File: src/rtl/core/pgd_pkg.sv
// Package for the quintic gradient descent block: widths, formats, payload and command types.
// Shared saturation helpers. Depends on nothing.
`default_nettype none

package pgd_pkg;

  localparam int COEFF_W       = 16;
  localparam int FRAC_BITS_DEF = 16;
  localparam int X_W           = 32;
  localparam int W_W           = 48;
  localparam int H_W           = W_W / 2;
  localparam int STEP_W        = 20;
  localparam int EPOCH_W       = 16;
  localparam int K_W           = COEFF_W + 3;
  localparam int A_W           = (K_W > X_W) ? K_W : X_W;
  localparam int P_W           = A_W + W_W;
  localparam int ACC_W         = W_W + 3;
  localparam int DX_W          = W_W + 1;
  localparam int STEP_CNT_W    = 4;
  localparam int CFG_IDX_W     = 1;
  localparam int CFG_DATA_W    = STEP_W;

  localparam logic [EPOCH_W-1:0] EPOCH_RESET = EPOCH_W'(100);
  localparam logic [STEP_W-1:0]  STEP_RESET  = STEP_W'(655);

  localparam logic [CFG_IDX_W-1:0] CFG_EPOCH_COUNT = 1'b0;
  localparam logic [CFG_IDX_W-1:0] CFG_STEP_SIZE   = 1'b1;

  localparam logic signed [W_W-1:0] W_MAX = {1'b0, {(W_W-1){1'b1}}};
  localparam logic signed [W_W-1:0] W_MIN = {1'b1, {(W_W-1){1'b0}}};
  localparam logic signed [X_W-1:0] X_MAX = {1'b0, {(X_W-1){1'b1}}};
  localparam logic signed [X_W-1:0] X_MIN = {1'b1, {(X_W-1){1'b0}}};
  localparam logic [W_W-1:0] MAG_POS_MAX = {1'b0, {(W_W-1){1'b1}}};
  localparam logic [W_W-1:0] MAG_NEG_MAX = {1'b1, {(W_W-1){1'b0}}};

  typedef enum logic [1:0] {
    S_IDLE,
    S_EPOCH,
    S_EVAL
  } state_t;

  typedef enum logic [3:0] {
    SA_X,
    SA_STEP,
    SA_C1,
    SA_C2,
    SA_C3,
    SA_C4,
    SA_C5,
    SA_K2,
    SA_K3,
    SA_K4,
    SA_K5
  } src_a_t;

  typedef enum logic [2:0] {
    SB_X,
    SB_P2,
    SB_P3,
    SB_P4,
    SB_P5,
    SB_D
  } src_b_t;

  typedef enum logic [2:0] {
    D_P2,
    D_P3,
    D_P4,
    D_P5,
    D_ACC,
    D_X
  } dest_t;

  typedef struct packed {
    logic signed [COEFF_W-1:0] coeff_5;
    logic signed [COEFF_W-1:0] coeff_4;
    logic signed [COEFF_W-1:0] coeff_3;
    logic signed [COEFF_W-1:0] coeff_2;
    logic signed [COEFF_W-1:0] coeff_1;
    logic signed [COEFF_W-1:0] coeff_0;
  } pgd_req_t;

  typedef struct packed {
    logic signed [X_W-1:0] min_x;
    logic signed [W_W-1:0] min_y;
    logic                  overflow;
  } pgd_res_t;

  typedef struct packed {
    logic   valid;
    src_a_t src_a;
    src_b_t src_b;
    logic   frac;
    dest_t  dest;
  } pgd_issue_t;

  typedef struct packed {
    logic       load;
    logic       acc_init;
    logic       acc_c0;
    pgd_issue_t issue;
    logic       d_latch;
    logic       finish;
  } pgd_cmd_t;

  typedef struct packed {
    logic                  valid;
    logic                  frac;
    dest_t                 dest;
    logic signed [A_W-1:0] a;
    logic signed [W_W-1:0] b;
  } pgd_op_t;

  typedef struct packed {
    logic           valid;
    logic           neg;
    logic           ovf;
    dest_t          dest;
    logic [W_W-1:0] mag;
  } pgd_prod_t;

  function automatic logic acc_over(input logic signed [ACC_W-1:0] v);
    logic [ACC_W-W_W:0] t;
    t = v[ACC_W-1:W_W-1];
    return (|t) && !(&t);
  endfunction

  function automatic logic signed [W_W-1:0] sat_acc(input logic signed [ACC_W-1:0] v);
    if (acc_over(v)) begin
      return v[ACC_W-1] ? W_MIN : W_MAX;
    end
    return v[W_W-1:0];
  endfunction

  function automatic logic dx_over(input logic signed [DX_W-1:0] v);
    logic [DX_W-X_W:0] t;
    t = v[DX_W-1:X_W-1];
    return (|t) && !(&t);
  endfunction

  function automatic logic signed [X_W-1:0] sat_dx(input logic signed [DX_W-1:0] v);
    if (dx_over(v)) begin
      return v[DX_W-1] ? X_MIN : X_MAX;
    end
    return v[X_W-1:0];
  endfunction

endpackage

`default_nettype wire

File: src/rtl/core/pgd_ctrl.sv
// Controller: request handshake, epoch counter and the fixed sixteen-slot schedule that
// issues multiplies and register commands to the datapath. Depends on pgd_pkg.
`default_nettype none

module pgd_ctrl
  import pgd_pkg::*;
(
  input  logic               clk,
  input  logic               rst,
  input  logic               start,
  input  logic [EPOCH_W-1:0] epoch_count,
  output logic               busy,
  output logic               done,
  output pgd_cmd_t           cmd
);

  localparam logic [STEP_CNT_W-1:0] SL_SQUARE = STEP_CNT_W'(0);
  localparam logic [STEP_CNT_W-1:0] SL_CUBE   = STEP_CNT_W'(3);
  localparam logic [STEP_CNT_W-1:0] SL_TERM2  = STEP_CNT_W'(4);
  localparam logic [STEP_CNT_W-1:0] SL_TERM1  = STEP_CNT_W'(5);
  localparam logic [STEP_CNT_W-1:0] SL_FOURTH = STEP_CNT_W'(6);
  localparam logic [STEP_CNT_W-1:0] SL_TERM3  = STEP_CNT_W'(7);
  localparam logic [STEP_CNT_W-1:0] SL_FIFTH  = STEP_CNT_W'(9);
  localparam logic [STEP_CNT_W-1:0] SL_TERM4  = STEP_CNT_W'(10);
  localparam logic [STEP_CNT_W-1:0] SL_GRAD   = STEP_CNT_W'(12);
  localparam logic [STEP_CNT_W-1:0] SL_STEP   = STEP_CNT_W'(13);
  localparam logic [STEP_CNT_W-1:0] SL_LAST   = STEP_CNT_W'(15);

  state_t                  state, state_next;
  logic [STEP_CNT_W-1:0]   step, step_next;
  logic [EPOCH_W-1:0]      epochs_left, epochs_left_next;
  logic                    done_next;

  function automatic pgd_issue_t mk_issue(input src_a_t sa, input src_b_t sb,
                                          input logic fr, input dest_t ds);
    pgd_issue_t i;
    i.valid = 1'b1;
    i.src_a = sa;
    i.src_b = sb;
    i.frac  = fr;
    i.dest  = ds;
    return i;
  endfunction

  always_ff @(posedge clk) begin
    if (rst) begin
      state       <= S_IDLE;
      step        <= '0;
      epochs_left <= '0;
      done        <= 1'b0;
    end else begin
      state       <= state_next;
      step        <= step_next;
      epochs_left <= epochs_left_next;
      done        <= done_next;
    end
  end

  always_comb begin
    state_next       = state;
    step_next        = step;
    epochs_left_next = epochs_left;
    done_next        = 1'b0;
    cmd              = '0;
    unique case (state)
      S_IDLE: begin
        step_next = '0;
        if (start) begin
          cmd.load         = 1'b1;
          epochs_left_next = epoch_count;
          state_next       = (epoch_count == '0) ? S_EVAL : S_EPOCH;
        end
      end
      S_EPOCH: begin
        step_next = step + 1'b1;
        unique case (step)
          SL_SQUARE: begin
            cmd.acc_init = 1'b1;
            cmd.issue    = mk_issue(SA_X, SB_X, 1'b1, D_P2);
          end
          SL_CUBE:   cmd.issue = mk_issue(SA_X, SB_P2, 1'b1, D_P3);
          SL_TERM2:  cmd.issue = mk_issue(SA_K3, SB_P2, 1'b0, D_ACC);
          SL_TERM1:  cmd.issue = mk_issue(SA_K2, SB_X, 1'b0, D_ACC);
          SL_FOURTH: cmd.issue = mk_issue(SA_X, SB_P3, 1'b1, D_P4);
          SL_TERM3:  cmd.issue = mk_issue(SA_K4, SB_P3, 1'b0, D_ACC);
          SL_FIFTH:  cmd.issue = mk_issue(SA_K5, SB_P4, 1'b0, D_ACC);
          SL_GRAD:   cmd.d_latch = 1'b1;
          SL_STEP:   cmd.issue = mk_issue(SA_STEP, SB_D, 1'b1, D_X);
          SL_LAST: begin
            epochs_left_next = epochs_left - 1'b1;
            if (epochs_left == EPOCH_W'(1)) begin
              state_next = S_EVAL;
            end
          end
          default: ;
        endcase
      end
      S_EVAL: begin
        step_next = step + 1'b1;
        unique case (step)
          SL_SQUARE: begin
            cmd.acc_init = 1'b1;
            cmd.acc_c0   = 1'b1;
            cmd.issue    = mk_issue(SA_X, SB_X, 1'b1, D_P2);
          end
          SL_CUBE:   cmd.issue = mk_issue(SA_X, SB_P2, 1'b1, D_P3);
          SL_TERM2:  cmd.issue = mk_issue(SA_C2, SB_P2, 1'b0, D_ACC);
          SL_TERM1:  cmd.issue = mk_issue(SA_C1, SB_X, 1'b0, D_ACC);
          SL_FOURTH: cmd.issue = mk_issue(SA_X, SB_P3, 1'b1, D_P4);
          SL_TERM3:  cmd.issue = mk_issue(SA_C3, SB_P3, 1'b0, D_ACC);
          SL_FIFTH:  cmd.issue = mk_issue(SA_X, SB_P4, 1'b1, D_P5);
          SL_TERM4:  cmd.issue = mk_issue(SA_C4, SB_P4, 1'b0, D_ACC);
          SL_GRAD:   cmd.issue = mk_issue(SA_C5, SB_P5, 1'b0, D_ACC);
          SL_LAST: begin
            cmd.finish = 1'b1;
            done_next  = 1'b1;
            state_next = S_IDLE;
          end
          default: ;
        endcase
      end
      default: state_next = S_IDLE;
    endcase
  end

  assign busy = (state != S_IDLE);

  a_done_single : assert property (@(posedge clk) disable iff (rst) done |=> !done)
    else $error("Result strobe held for more than one cycle.");
  a_done_idle : assert property (@(posedge clk) disable iff (rst) done |-> !busy)
    else $error("Result strobe raised while still busy.");
  a_start_busy : assert property (@(posedge clk) disable iff (rst)
    (start && !busy) |=> busy)
    else $error("Accepted request did not make the block busy.");
  a_epoch_count : assert property (@(posedge clk) disable iff (rst)
    (state == S_EPOCH) |-> (epochs_left != '0))
    else $error("Descent running with no updates left.");

endmodule

`default_nettype wire

File: config.mk
export PLATFORM = sky130hd
export DESIGN_NAME = pgd_ctrl
export DESIGN_NICKNAME = d
export VERILOG_FILES = /design/src/rtl/core/pgd_pkg.sv /design/src/rtl/core/pgd_ctrl.sv
export SDC_FILE = /design/constraint.sdc
export NUM_CORES = 1
export LEC_CHECK = 0
export BUFFER_PORTS_ARGS = -buffer_cell sky130_fd_sc_hd__clkbuf_2
export CORE_MARGIN = 2
export CORE_UTILIZATION = 33
export CTS_CLUSTER_SIZE = 25
export DETAILED_ROUTE_END_ITERATION = 8
export GPL_TIMING_DRIVEN = 0
export PLACE_DENSITY = 0.6
export SLEW_MARGIN = 20
export SYNTH_ARGS = -nofsm -noshare
export SYNTH_HDL_FRONTEND = slang
export SYNTH_SLANG_ARGS = --single-unit
File: constraint.sdc
create_clock -name clk -period 2.53 [get_ports clk]
set_input_delay 0 -clock clk [delete_from_list [all_inputs] [get_ports clk]]
set_output_delay 0 -clock clk [all_outputs]
set_load 0.005 [all_outputs]
==> impl_metrics.tcl <==
set metrics [dict create \
    outcome "complete, no violations" \
    p_int_mw 1.22 \
    period_needed_ps 2410 \
    hp-class "in2reg" \
    postCtsSetupBuffers 0 \
    first_pass_iters 5 \
    wire_per_inst_um 16.4 \
    ff2ff_path_depth 7 \
    yosysTopAreaCellShare 0.225 \
    r2r_slack_ps 120 \
    holdPathEnd "epochs_left[8]" \
    finalNetCount 356 \
    cp_top_family "simple AND/OR/NAND/NOR gates" \
    worstMarginPinSlew_ps 819 \
    finalPower_mw 2.51 \
    antenna_found_initial 0 \
    min-delay-start "epoch_count[8]" \
    die-height_um 82.7 \
    synthArstFlopShare 0 \
    cts_root_buf "clkbuf_8" \
    clk_latency_ps 270 \
    cts.sinks 23 \
    start_util 0.343 \
    syn-cell-area_mm2 0.00205 \
    comb_power_share 0.656 \
    pwr-share-seq 0.248 \
    cp-startpoint "epochs_left[0]" \
    remaining_drc_errors 0 \
    skew_ps 3.79 \
    netSwitchingFraction 0.512 \
    cp_max_fo 9 \
    vdd_drop_max_v 0.000450 \
    viasPerCell 6.01 \
    io_buffer_count 37 \
    p_sw_mw 1.28 \
    pin_count 38 \
    synthTopCellsByArea "dfxtp_1 23%, ha_1 6.1%, a21oi_1 5.6%" \
    yosys_register_bits 23 \
    setup_violations 0 \
    cp.required_ps 2680 \
    cts_tree "yes" \
    p_leak_nw 0.915 \
    fill_cells 672 \
    slowest_stage "or3b_2" \
    yosysUniqueCellTypes 55 \
    htreeDepth 1 \
    final-max-slew-violation-count 0 \
    grt_remaining_overflow 0 \
    num_rows 28 \
    r2r_start "epochs_left[0]" \
    r2r-end "epochs_left[14]" \
    synth-edff-count 0 \
    cp.arrival_ps 2570 \
    finalWeightedCongestion 0.875 \
    synthFlopType "dfxtp_1" \
    rsz0062_at_grt "no" \
    max-clock-path-buffers 2 \
    syn_avg_cell_area_um2 7.15 \
    die_width_um 82.7 \
    diodes 0 \
    p_per_area_mw_per_mm2 1050 \
    drt-initial-drc-count 152 \
    drive_above_1_share 0.190 \
    grt_max_degree 13 \
    final_common_cell "clkbuf_2" \
    holdPathStages 3 \
    stdcell_area_mm2 0.00240 \
    cap_violations 0 \
    max_stage_delay_ps 450 \
    fmax_mhz 414 \
    yosys_warnings 0 \
    syn2layout_area_growth_pct 17.2 \
    final_cell_mix "43 x clkbuf_2, 25 x nor2_1, 23 x dfxtp_1, 22 x a21oi_1, 21 x nand2_1" \
    relSlewSlack 0.450 \
    hold_ws_ps 6.73 \
    yosys.area.top_type "dfxtp_1" \
    grt_pass1_vias 2055 \
    criticalPathCategory "reg2reg" \
    final_antenna_net_count 0 \
    grt_pass1_wl_um 10500 \
    utilization 0.403 \
    clk_pin_slew_ps 90 \
    core_region_area_mm2 0.00596 \
    worst-path-buf-inv 2 \
    path_cells "inv_1 -> ha_1 -> or3b_2 -> clkbuf_1 -> nor4_2 -> mux2i_1 -> a2111oi_0" \
    crit_path_end_kind "flop" \
    die_area_mm2 0.00685 \
    syn_nets 315 \
    report.final.hold_viol_count 0 \
    dp_hpwl_um 4780 \
    syn_inst 286 \
    cp-start-kind "flop" \
    wirelength_um 6560 \
    fin_crit_sh 0.954 \
    cts_made_buffers 3 \
    placed_area_mm2 0.00232 \
    clockPowerShare 0.097 \
    synth_seq_area_share 0.225 \
    grt_use_total 0.196 \
    dr_total_vias 2412 \
    fin_tns_setup_ps 0 \
]
## state kept, by name, summed over array words and instances (netlist names)
signal	count
step	4
done	1
state	2
epochs_left	16
## metrics by stage
stage,setup slack [ps],cells
after global placement,-98.8,398
after detailed placement,-93.6,398
after floorplan,405,286
after CTS,11.0,403
after global routing,2.77,401
final,117,401
## cells in the mapped netlist, types with 6 or more instances
library cell   n
clkbuf_1      20
a21oi_1       23
nor2_1        25
inv_1         15
nor3_1         9
nand2_1       21
a211oi_1       6
o22ai_1        6
nor4_1        11
o21ai_0       17
ha_1          10
nand3_1       11
dfxtp_1       23
## routing by layer
layer  share of wire  track usage
met2            0.44        0.303
met3           0.081       0.0261
met4           0.011       0.0246
met5               0            0
met1            0.46        0.297
## area by class of cell
class	count	area [µm²]	area share
Multi-Input combinational cell	225	1450	0.606
Sequential cell	23	460	0.192
Timing Repair Buffer	38	195	0.0814
Buffer	21	93.8	0.0391
Tap cell	75	93.8	0.0391
Inverter	15	56.3	0.0235
Clock buffer	4	45.0	0.0188
## power by group through the flow
| stage | registers, mW | logic [mW] | clock network (mW) |
|---|---|---|---|
| floorplan | 0.584 | 1.17 | 0 |
| global placement | 0.623 | 1.56 | 0 |
| detailed placement | 0.624 | 1.57 | 0 |
| CTS | 0.617 | 1.59 | 0.249 |
| global route | 0.643 | 1.81 | 0.256 |
| finish | 0.621 | 1.64 | 0.243 |
## timing repair
| item | in CTS | in global routing |
|---|---|---|
| hold buffers | 1 | 0 |
| endpoints found under the setup margin | 17 | 21 |
| gates resized for setup | 6 | 10 |
| endpoints found under the hold margin | 1 | 0 |
## kinds of logic after synthesis
family                   Yosys count  share of synthesized area
AND/OR/NAND/NOR                  117                      0.306
adder cells (fa/ha/maj)           10                     0.0612
AO/OA/AOI/OAI                     89                      0.288
buffers and inverters             38                     0.0734
flip-flops                        23                      0.225
multiplexers                       9                     0.0465
## worst reg2reg max path, cell delays in order, from the launching register on
cell	delay [ps]
dfxtp_1	390
inv_1	90
ha_1	190
or3b_2	450
clkbuf_1	230
nor4_2	420
mux2i_1	130
a2111oi_0	390
## worst max-delay path by stage
stage / endpoint / slack (ps) / cells past startpoint
after detailed placement: epochs_left[7] / -90 / 7
after floorplan: state[0] / 410 / 5
final: epochs_left[14] / 120 / 7
after global placement: epochs_left[7] / -100 / 7
after CTS: epochs_left[7] / 10 / 7
after global routing: epochs_left[13] / 3 / 9
Note: power is estimated with default switching activity, not from simulation.
